===== src/p2a_enc_pkg.sv =====
// shared types, character codes, microcode table and digit split for the encoder
`default_nettype none

package p2a_enc_pkg;

    localparam int UCODE_LEN = 25;
    localparam int STEP_W    = $clog2(UCODE_LEN);

    localparam logic [7:0] CH_ESC   = 8'h1B;
    localparam logic [7:0] CH_LBRK  = 8'h5B;
    localparam logic [7:0] CH_FOUR  = 8'h34;
    localparam logic [7:0] CH_EIGHT = 8'h38;
    localparam logic [7:0] CH_SEMI  = 8'h3B;
    localparam logic [7:0] CH_TWO   = 8'h32;
    localparam logic [7:0] CH_ZERO  = 8'h30;
    localparam logic [7:0] CH_NINE  = 8'h39;
    localparam logic [7:0] CH_M     = 8'h6D;
    localparam logic [7:0] CH_SPACE = 8'h20;
    localparam logic [7:0] CH_NL    = 8'h0A;

    // entry points of the program
    localparam logic [STEP_W-1:0] STEP_ESC   = STEP_W'(0);
    localparam logic [STEP_W-1:0] STEP_SPACE = STEP_W'(19);

    typedef enum logic {
        OP_CONST,
        OP_DIGIT
    } uop_t;

    typedef enum logic [1:0] {
        COMP_R,
        COMP_G,
        COMP_B
    } comp_t;

    typedef enum logic [1:0] {
        PL_HUND,
        PL_TENS,
        PL_UNIT
    } place_t;

    // condition under which a step puts out its byte
    typedef enum logic [1:0] {
        C_ALWAYS,
        C_GE100,
        C_GE10
    } ucond_t;

    // condition under which a step ends the pixel
    typedef enum logic [1:0] {
        F_NEVER,
        F_NOROW,
        F_NOFRAME,
        F_ALWAYS
    } ufin_t;

    typedef struct packed {
        uop_t       op;
        logic [7:0] chr;
        comp_t      comp;
        place_t     place;
        ucond_t     cond;
        ufin_t      fin;
    } uword_t;

    function automatic uword_t p2a_const(input logic [7:0] chr, input ufin_t fin);
        uword_t w;
        w.op    = OP_CONST;
        w.chr   = chr;
        w.comp  = COMP_R;
        w.place = PL_UNIT;
        w.cond  = C_ALWAYS;
        w.fin   = fin;
        return w;
    endfunction

    function automatic uword_t p2a_digit(input comp_t comp, input place_t place,
                                         input ucond_t cond);
        uword_t w;
        w.op    = OP_DIGIT;
        w.chr   = CH_ZERO;
        w.comp  = comp;
        w.place = place;
        w.cond  = cond;
        w.fin   = F_NEVER;
        return w;
    endfunction

    // control store: one word per step
    function automatic uword_t p2a_ucode(input logic [STEP_W-1:0] step);
        uword_t w;
        case (step)
            5'd0:    w = p2a_const(CH_ESC, F_NEVER);
            5'd1:    w = p2a_const(CH_LBRK, F_NEVER);
            5'd2:    w = p2a_const(CH_FOUR, F_NEVER);
            5'd3:    w = p2a_const(CH_EIGHT, F_NEVER);
            5'd4:    w = p2a_const(CH_SEMI, F_NEVER);
            5'd5:    w = p2a_const(CH_TWO, F_NEVER);
            5'd6:    w = p2a_const(CH_SEMI, F_NEVER);
            5'd7:    w = p2a_digit(COMP_R, PL_HUND, C_GE100);
            5'd8:    w = p2a_digit(COMP_R, PL_TENS, C_GE10);
            5'd9:    w = p2a_digit(COMP_R, PL_UNIT, C_ALWAYS);
            5'd10:   w = p2a_const(CH_SEMI, F_NEVER);
            5'd11:   w = p2a_digit(COMP_G, PL_HUND, C_GE100);
            5'd12:   w = p2a_digit(COMP_G, PL_TENS, C_GE10);
            5'd13:   w = p2a_digit(COMP_G, PL_UNIT, C_ALWAYS);
            5'd14:   w = p2a_const(CH_SEMI, F_NEVER);
            5'd15:   w = p2a_digit(COMP_B, PL_HUND, C_GE100);
            5'd16:   w = p2a_digit(COMP_B, PL_TENS, C_GE10);
            5'd17:   w = p2a_digit(COMP_B, PL_UNIT, C_ALWAYS);
            5'd18:   w = p2a_const(CH_M, F_NEVER);
            5'd19:   w = p2a_const(CH_SPACE, F_NOROW);
            5'd20:   w = p2a_const(CH_NL, F_NOFRAME);
            5'd21:   w = p2a_const(CH_ESC, F_NEVER);
            5'd22:   w = p2a_const(CH_LBRK, F_NEVER);
            5'd23:   w = p2a_const(CH_ZERO, F_NEVER);
            5'd24:   w = p2a_const(CH_M, F_ALWAYS);
            default: w = p2a_const(CH_M, F_ALWAYS);
        endcase
        return w;
    endfunction

    // splits 0..255 into {hundreds[1:0], tens[3:0], units[3:0]}
    function automatic logic [9:0] p2a_to_bcd(input logic [7:0] v);
        logic [1:0]  h;
        logic [6:0]  r;
        logic [14:0] prod;
        logic [3:0]  t;
        logic [6:0]  tx10;
        logic [3:0]  u;
        if (v >= 8'd200)
        begin
            h = 2'd2;
            r = 7'(v - 8'd200);
        end
        else if (v >= 8'd100)
        begin
            h = 2'd1;
            r = 7'(v - 8'd100);
        end
        else
        begin
            h = 2'd0;
            r = v[6:0];
        end
        // r < 100, so r * 205 >> 11 is r / 10
        prod = 15'(r) * 15'd205;
        t    = prod[14:11];
        tx10 = 7'(t) * 7'd10;
        u    = 4'(r - tx10);
        return {h, t, u};
    endfunction

endpackage

`default_nettype wire


===== src/p2a_enc_if.sv =====
// valid/ready channels for pixels in and terminal bytes out
`default_nettype none

interface p2a_pix_if;
    logic       valid;
    logic       ready;
    logic [7:0] red;
    logic [7:0] green;
    logic [7:0] blue;
    logic       row_end;
    logic       frame_end;

    modport source (output valid, output red, output green, output blue,
                    output row_end, output frame_end, input ready);
    modport sink   (input valid, input red, input green, input blue,
                    input row_end, input frame_end, output ready);
endinterface

interface p2a_byte_if;
    logic       valid;
    logic       ready;
    logic [7:0] out_byte;
    logic       run_last;

    modport source (output valid, output out_byte, output run_last, input ready);
    modport sink   (input valid, input out_byte, input run_last, output ready);
endinterface

`default_nettype wire


===== src/pixel_to_ansi_truecolor_encoder_unit.sv =====
// pixel to ansi 24-bit background color byte stream encoder, microcoded
//
//  channel | dir | request contents
//  --------+-----+-------------------------------------------
//  pixel   | in  | red, green, blue, row_end, frame_end
//  text    | out | out_byte, run_last (final byte of a pixel)
//
// a pixel is taken while the sequencer is idle, then the sequencer walks one control
// word per cycle while text is not stalled: 1 to 25 steps per pixel.
// leading-zero digit steps are skipped without putting out a byte.
// a text stall holds the sequencer; a new pixel is taken once its final byte
// sits in the output register. reset clears the sequencer and the color memory.
`default_nettype none

module pixel_to_ansi_truecolor_encoder_unit
    import p2a_enc_pkg::*;
(
    input  wire logic   clk,
    input  wire logic   rst_n,
    p2a_pix_if.sink     pixel,
    p2a_byte_if.source  text
);

    logic              busy_reg, busy_next;
    logic [STEP_W-1:0] pc_reg, pc_next;
    logic              known_reg, known_next;
    logic              out_valid_reg, out_valid_next;
    logic [7:0]        sent_red_reg, sent_green_reg, sent_blue_reg;
    logic              rend_reg, fend_reg;
    logic [9:0]        bcd_r_reg, bcd_g_reg, bcd_b_reg;
    logic [7:0]        out_byte_reg;
    logic              run_last_reg;

    uword_t     uw;
    logic [9:0] bcd_sel;
    logic [3:0] digit;
    logic       emit;
    logic       fin_hit;
    logic       done;
    logic       fire;
    logic       accept;
    logic       change;
    logic       rend_in;
    logic [7:0] byte_val;

    assign pixel.ready    = !busy_reg;
    assign accept         = pixel.valid && !busy_reg;
    assign rend_in        = pixel.row_end || pixel.frame_end;
    assign change         = !known_reg || (pixel.red != sent_red_reg)
                            || (pixel.green != sent_green_reg)
                            || (pixel.blue != sent_blue_reg);

    assign text.valid     = out_valid_reg;
    assign text.out_byte  = out_byte_reg;
    assign text.run_last  = run_last_reg;

    always_comb
    begin
        uw = p2a_ucode(pc_reg);

        case (uw.comp)
            COMP_R:  bcd_sel = bcd_r_reg;
            COMP_G:  bcd_sel = bcd_g_reg;
            COMP_B:  bcd_sel = bcd_b_reg;
            default: bcd_sel = bcd_b_reg;
        endcase

        case (uw.place)
            PL_HUND: digit = {2'b00, bcd_sel[9:8]};
            PL_TENS: digit = bcd_sel[7:4];
            PL_UNIT: digit = bcd_sel[3:0];
            default: digit = bcd_sel[3:0];
        endcase

        case (uw.cond)
            C_ALWAYS: emit = 1'b1;
            C_GE100:  emit = (bcd_sel[9:8] != 2'd0);
            C_GE10:   emit = (bcd_sel[9:8] != 2'd0) || (bcd_sel[7:4] != 4'd0);
            default:  emit = 1'b1;
        endcase

        case (uw.fin)
            F_NEVER:   fin_hit = 1'b0;
            F_NOROW:   fin_hit = !rend_reg;
            F_NOFRAME: fin_hit = !fend_reg;
            F_ALWAYS:  fin_hit = 1'b1;
            default:   fin_hit = 1'b1;
        endcase

        case (uw.op)
            OP_CONST: byte_val = uw.chr;
            OP_DIGIT: byte_val = CH_ZERO + {4'b0000, digit};
            default:  byte_val = uw.chr;
        endcase

        done = emit && fin_hit;
        // a skipped step never waits on the output register
        fire = busy_reg && (!emit || !out_valid_reg || text.ready);

        busy_next      = busy_reg;
        pc_next        = pc_reg;
        known_next     = known_reg;
        out_valid_next = out_valid_reg && !text.ready;

        if (accept)
        begin
            busy_next  = 1'b1;
            pc_next    = change ? STEP_ESC : STEP_SPACE;
            // a row or frame end forgets the color; otherwise the color is now sent
            known_next = !rend_in;
        end
        else if (fire)
        begin
            if (emit)
            begin
                out_valid_next = 1'b1;
            end
            if (done)
            begin
                busy_next = 1'b0;
            end
            else
            begin
                pc_next = STEP_W'(pc_reg + STEP_W'(1));
            end
        end
    end

    always_ff @(posedge clk or negedge rst_n)
    begin
        if (!rst_n)
        begin
            busy_reg      <= 1'b0;
            pc_reg        <= STEP_ESC;
            known_reg     <= 1'b0;
            out_valid_reg <= 1'b0;
            sent_red_reg   <= 8'd0;
            sent_green_reg <= 8'd0;
            sent_blue_reg  <= 8'd0;
        end
        else
        begin
            busy_reg      <= busy_next;
            pc_reg        <= pc_next;
            known_reg     <= known_next;
            out_valid_reg <= out_valid_next;
            if (accept && change)
            begin
                sent_red_reg   <= pixel.red;
                sent_green_reg <= pixel.green;
                sent_blue_reg  <= pixel.blue;
            end
        end
    end

    // payload registers
    always_ff @(posedge clk)
    begin
        if (accept)
        begin
            rend_reg  <= rend_in;
            fend_reg  <= pixel.frame_end;
            bcd_r_reg <= p2a_to_bcd(pixel.red);
            bcd_g_reg <= p2a_to_bcd(pixel.green);
            bcd_b_reg <= p2a_to_bcd(pixel.blue);
        end
        if (fire && emit)
        begin
            out_byte_reg <= byte_val;
            run_last_reg <= done;
        end
    end

endmodule

`default_nettype wire


===== src/flat_wrapper.sv =====
// flat-port wrapper written by rule: the top's interface ports become plain ports
module pixel_to_ansi_truecolor_encoder_unit_flat import p2a_enc_pkg::*;
  (clk, rst_n, pixel_valid, pixel_red, pixel_green, pixel_blue, pixel_row_end, pixel_frame_end, pixel_ready, text_valid, text_out_byte, text_run_last, text_ready);
  p2a_pix_if pixel_i ();
  p2a_byte_if text_i ();
  input  wire logic clk;
  input  wire logic rst_n;
  input wire logic [$bits(pixel_i.valid)-1:0] pixel_valid;
  input wire logic [$bits(pixel_i.red)-1:0] pixel_red;
  input wire logic [$bits(pixel_i.green)-1:0] pixel_green;
  input wire logic [$bits(pixel_i.blue)-1:0] pixel_blue;
  input wire logic [$bits(pixel_i.row_end)-1:0] pixel_row_end;
  input wire logic [$bits(pixel_i.frame_end)-1:0] pixel_frame_end;
  output wire logic [$bits(pixel_i.ready)-1:0] pixel_ready;
  output wire logic [$bits(text_i.valid)-1:0] text_valid;
  output wire logic [$bits(text_i.out_byte)-1:0] text_out_byte;
  output wire logic [$bits(text_i.run_last)-1:0] text_run_last;
  input wire logic [$bits(text_i.ready)-1:0] text_ready;
  assign pixel_i.valid = pixel_valid;
  assign pixel_i.red = pixel_red;
  assign pixel_i.green = pixel_green;
  assign pixel_i.blue = pixel_blue;
  assign pixel_i.row_end = pixel_row_end;
  assign pixel_i.frame_end = pixel_frame_end;
  assign pixel_ready = pixel_i.ready;
  assign text_valid = text_i.valid;
  assign text_out_byte = text_i.out_byte;
  assign text_run_last = text_i.run_last;
  assign text_i.ready = text_ready;
  pixel_to_ansi_truecolor_encoder_unit u_core (.clk(clk), .rst_n(rst_n), .pixel(pixel_i), .text(text_i));
endmodule

===== config.mk =====
export PLATFORM = sky130hd
export DESIGN_NAME = pixel_to_ansi_truecolor_encoder_unit_flat
export DESIGN_NICKNAME = d
export VERILOG_FILES = /design/src/p2a_enc_pkg.sv /design/src/p2a_enc_if.sv /design/src/pixel_to_ansi_truecolor_encoder_unit.sv /design/src/flat_wrapper.sv
export SDC_FILE = /design/constraint.sdc
export NUM_CORES = 1
export LEC_CHECK = 0
export BUFFER_PORTS_ARGS = -buffer_cell sky130_fd_sc_hd__buf_4
export CELL_PAD_IN_SITES_DETAIL_PLACEMENT = 1
export CELL_PAD_IN_SITES_GLOBAL_PLACEMENT = 1
export CORE_AREA = 2 2 129 131
export CTS_CLUSTER_DIAMETER = 100
export CTS_CLUSTER_SIZE = 25
export DETAILED_ROUTE_END_ITERATION = 7
export DIE_AREA = 0 0 131 133
export MAX_ROUTING_LAYER = met4
export PLACE_DENSITY = 0.86
export SETUP_SLACK_MARGIN = 0.5
export SKIP_LAST_GASP = 1
export SLEW_MARGIN = 10
export SYNTH_ARGS = -nofsm -noshare
export SYNTH_HDL_FRONTEND = slang
export SYNTH_SLANG_ARGS = --single-unit
export TNS_END_PERCENT = 50

===== constraint.sdc =====
create_clock -name clk -period 4.4 [get_ports clk]
set_input_delay 1.1 -clock clk [delete_from_list [all_inputs] [get_ports clk]]
set_output_delay 1.1 -clock clk [all_outputs]
set_load 0.01 [all_outputs]

==> impl_metrics.py <==
metrics = {
    "timing": {
        "fin_ws_ns": -2.51,
        "final.min_clock_period_ns": 6.91,
        "fmax_ghz": 0.145,
        "fin_skew_ns": 0.0139,
        "max_slew_margin": 0.371,
        "slew_violations": 0,
        "setup_violations": 21,
        "rsz0062_at_grt": "yes",
        "hold_ws_ns": 0.542,
        "min_period_over_period": 1.57,
        "tightest_slew_ns": 0.942,
        "hold_viol": 0,
    },
    "finish": {
        "postLayoutCoreUtil": 0.648,
        "area_delta_synth_final_pct": 48.0,
        "finalNetCount": 1113,
        "diodes": 0,
        "postLayoutCellArea_mm2": 0.0105,
        "drive_above_1_share": 0.428,
    },
    "worst_setup_path": {
        "cp_data_required_time_ns": 4.49,
        "critPathLaunchType": "input pin",
        "cp.buffers_inverters": 5,
        "critPathTopFamily": "adder cells",
        "crit_type": "in2reg",
        "r2r-start": "u_core.pc_reg[0]$_DFFE_PN0P_",
        "cp_max_fo": 4,
        "cp.arrival_ns": 7.00,
        "rrSetupSlack_ns": 0.21,
        "slowest_delay_ns": 0.57,
        "path_depth": 27,
        "endpoint_kind": "flop",
        "cp_slowest_cell": "fa_1",
        "reg2reg_to": "u_core.pc_reg[4]$_DFFE_PN0P_",
        "r2r_cells": 10,
    },
    "routing": {
        "routed-wl-met3_um": 2380,
        "antenna_left": 0,
        "drt_wl_total_um": 35500,
        "topRoutingLayerUsed": "met4",
        "via_per_inst": 6.37,
        "firstDrtPassIters": 6,
        "drc_errors": 0,
        "drt-met1-wl_um": 12400,
        "vias": 7375,
        "drt_iter0_drc": 712,
        "drt-wirelength-per-cell_um": 30.7,
        "wl_met2_um": 17300,
    },
    "clock_tree": {
        "insertion_delay_ns": 0.36,
        "hold_buffers": 0,
        "htree_levels": 3,
        "tritoncts": "built",
        "cts_root_buf": "clkbuf_16",
        "clock_path_buffers": 2,
        "clock_sinks": 72,
        "clk_pin_slew_ns": 0.07,
        "cts_buffers": 9,
    },
    "die": {
        "die_x_um": 131,
        "start_util": 0.437,
        "die-area_mm2": 0.0174,
        "pin_count": 41,
        "die_y_um": 133,
        "core_area_mm2": 0.0162,
        "rows": 47,
    },
    "grt": {
        "grt_usage": 0.368,
        "grt_max_degree": 33,
        "antenna_found_initial": 0,
        "grt-ovfl-total": 0,
        "first_global_vias": 7885,
        "grt_pass1_wl_um": 46300,
    },
    "placed_design": {
        "dpl.hpwl_um": 17900,
        "place_congestion": 0.903,
        "preCtsSetupSlack_ns": -2.60,
        "io_buffers": 39,
        "dpl-instance-area_mm2": 0.00889,
    },
    "hold_path": {
        "hold_end": "u_core.sent_red_reg[4]$_DFFE_PN0P_",
        "whs_path_depth": 1,
        "hold_class": "reg2reg",
        "min_from": "u_core.sent_red_reg[4]$_DFFE_PN0P_",
    },
    "yosys": {
        "avgSynthCellArea_um2": 9.88,
        "synth_area_mm2": 0.00707,
        "ys_warn_count": 0,
        "synth_seq_cells": 72,
        "synth_cell_types": 66,
        "synth-seq-area-share": 0.283,
        "synth_async_sr_flop_share": 0.444,
        "synth_edf_count": 40,
        "synthCells": 716,
        "ys.flop_type": "edfxtp_1",
        "syn_nets": 897,
    },
    "run_status": {
        "outcome": "finished, violations left",
        "violations": "setup timing",
    },
    "pwr": {
        "p_per_area_mw_per_mm2": 759,
        "p_leak_nw": 4.77,
        "ir_worst_vdd_mv": 0.339,
    },
    "job": {
        "cap_violations": 0,
    },
}
[timing repair]
action	in CTS	in global routing
setup endpoints to repair	21	32
pin swaps	96	57
resized for setup	94	72
setup buffers	31	22
[synth_stat cells (4+ instances only)]
library cell	n	area, um^2
a31oi_1	12	75.1
nand2b_1	11	68.8
nor3_1	10	50.1
xor2_1	16	140
mux2_2	18	203
nand3_1	12	60.1
a211oi_1	8	60.1
fa_1	27	541
edfxtp_1	40	1200
nor2_1	28	105
a21oi_1	35	175
o21ai_0	20	100
a222oi_1	4	40.0
nand4_1	10	62.6
xnor2_1	46	403
dfrtp_1	32	801
nor2b_1	4	25.0
o31ai_1	7	52.6
a311oi_1	9	78.8
mux2i_1	7	70.1
inv_1	101	379
clkbuf_1	11	41.3
ha_1	124	1550
nand2_1	44	165
and2_1	7	43.8
or2_2	6	37.5
a21o_1	5	37.5
[kinds of logic (layout without fill, tap and decap cells)]
family                   after synthesis  in the layout  share of synthesized area
buffers and inverters                118            339                     0.0635
AND/OR/NAND/NOR                      151            151                      0.109
other                                  1              1                   0.000530
AO/OA/AOI/OAI                        136            136                      0.133
flip-flops                            72             72                      0.283
XOR/XNOR                              62             62                     0.0768
adder cells (fa/ha/maj)              151            151                      0.296
multiplexers                          25             25                     0.0386
[layout make-up]
| class | instances | area [um^2] |
|---|---|---|
| Timing Repair Buffer | 222 | 1810 |
| Fill cell | 1649 | 5700 |
| Inverter | 101 | 442 |
| Multi-Input combinational cell | 526 | 5650 |
| Sequential cell | 72 | 2000 |
| Clock buffer | 16 | 292 |
| Tap cell | 220 | 275 |
[where the power goes]
| part | total (mW) | switching, mW | internal [mW] |
|---|---|---|---|
| combinational | 5.82 | 3.19 | 2.63 |
| clock | 0.772 | 0.325 | 0.446 |
| sequential | 1.36 | 0.235 | 1.13 |
| total | 7.95 | 3.75 | 4.20 |
[layer usage]
layer  track usage  vias to the layer above
met5             -                        -
met4         0.207                        0
met2         0.628                      537
met3        0.0837                      271
li1              -                     2952
met1         0.388                     3615
[metrics by stage]
stage / power (mW) / setup TNS (ns) / cells
6_report: 7.95 / -37.92 / 1157
5_1_grt: 8.20 / -39.15 / 1157
4_1_cts: 6.59 / -28.53 / 1135
3_5_place_dp: 5.18 / -40.85 / 1088
3_3_place_gp: 4.75 / -34.82 / 1088
2_1_floorplan: 3.73 / -28.53 / 716
[layout by cell type (no fill, tap or decap), types with 4 or more instances in the layout]
| cell type | n |
|---|---|
| a211oi_1 | 8 |
| a21o_1 | 5 |
| a21oi_1 | 28 |
| a21oi_2 | 6 |
| a222oi_1 | 4 |
| a311oi_1 | 7 |
| a31oi_1 | 10 |
| and2_1 | 6 |
| buf_12 | 6 |
| buf_4 | 197 |
| buf_6 | 19 |
| clkbuf_16 | 9 |
| clkbuf_8 | 4 |
| dfrtp_1 | 32 |
| edfxtp_1 | 40 |
| fa_1 | 20 |
| fa_2 | 7 |
| ha_1 | 90 |
| ha_2 | 5 |
| ha_4 | 29 |
| inv_1 | 77 |
| inv_2 | 18 |
| mux2_2 | 17 |
| mux2i_1 | 7 |
| nand2_1 | 41 |
| nand2b_1 | 9 |
| nand3_1 | 9 |
| nand4_1 | 10 |
| nor2_1 | 24 |
| nor2b_1 | 4 |
| nor3_1 | 7 |
| o21ai_0 | 14 |
| o21ai_1 | 5 |
| o31ai_1 | 5 |
| or2_2 | 5 |
| xnor2_1 | 33 |
| xnor2_2 | 9 |
| xnor2_4 | 4 |
| xor2_1 | 11 |
[worst max path at each step]
| stage | slack, ns | to | from |
|---|---|---|---|
| final | -2.51 | u_core.bcd_r_reg[3]$_DFFE_PP_ | pixel_red[3] |
| after global routing | -2.59 | u_core.bcd_r_reg[3]$_DFFE_PP_ | pixel_red[2] |
| after CTS | -1.92 | u_core.bcd_r_reg[3]$_DFFE_PP_ | pixel_red[2] |
| after detailed placement | -2.60 | u_core.bcd_r_reg[3]$_DFFE_PP_ | pixel_red[2] |
| after global placement | -2.24 | u_core.bcd_r_reg[3]$_DFFE_PP_ | pixel_red[2] |
| after floorplan | -2.11 | u_core.bcd_r_reg[3]$_DFFE_PP_ | pixel_red[3] |
No activity file was read; power rests on OpenSTA's default activity.
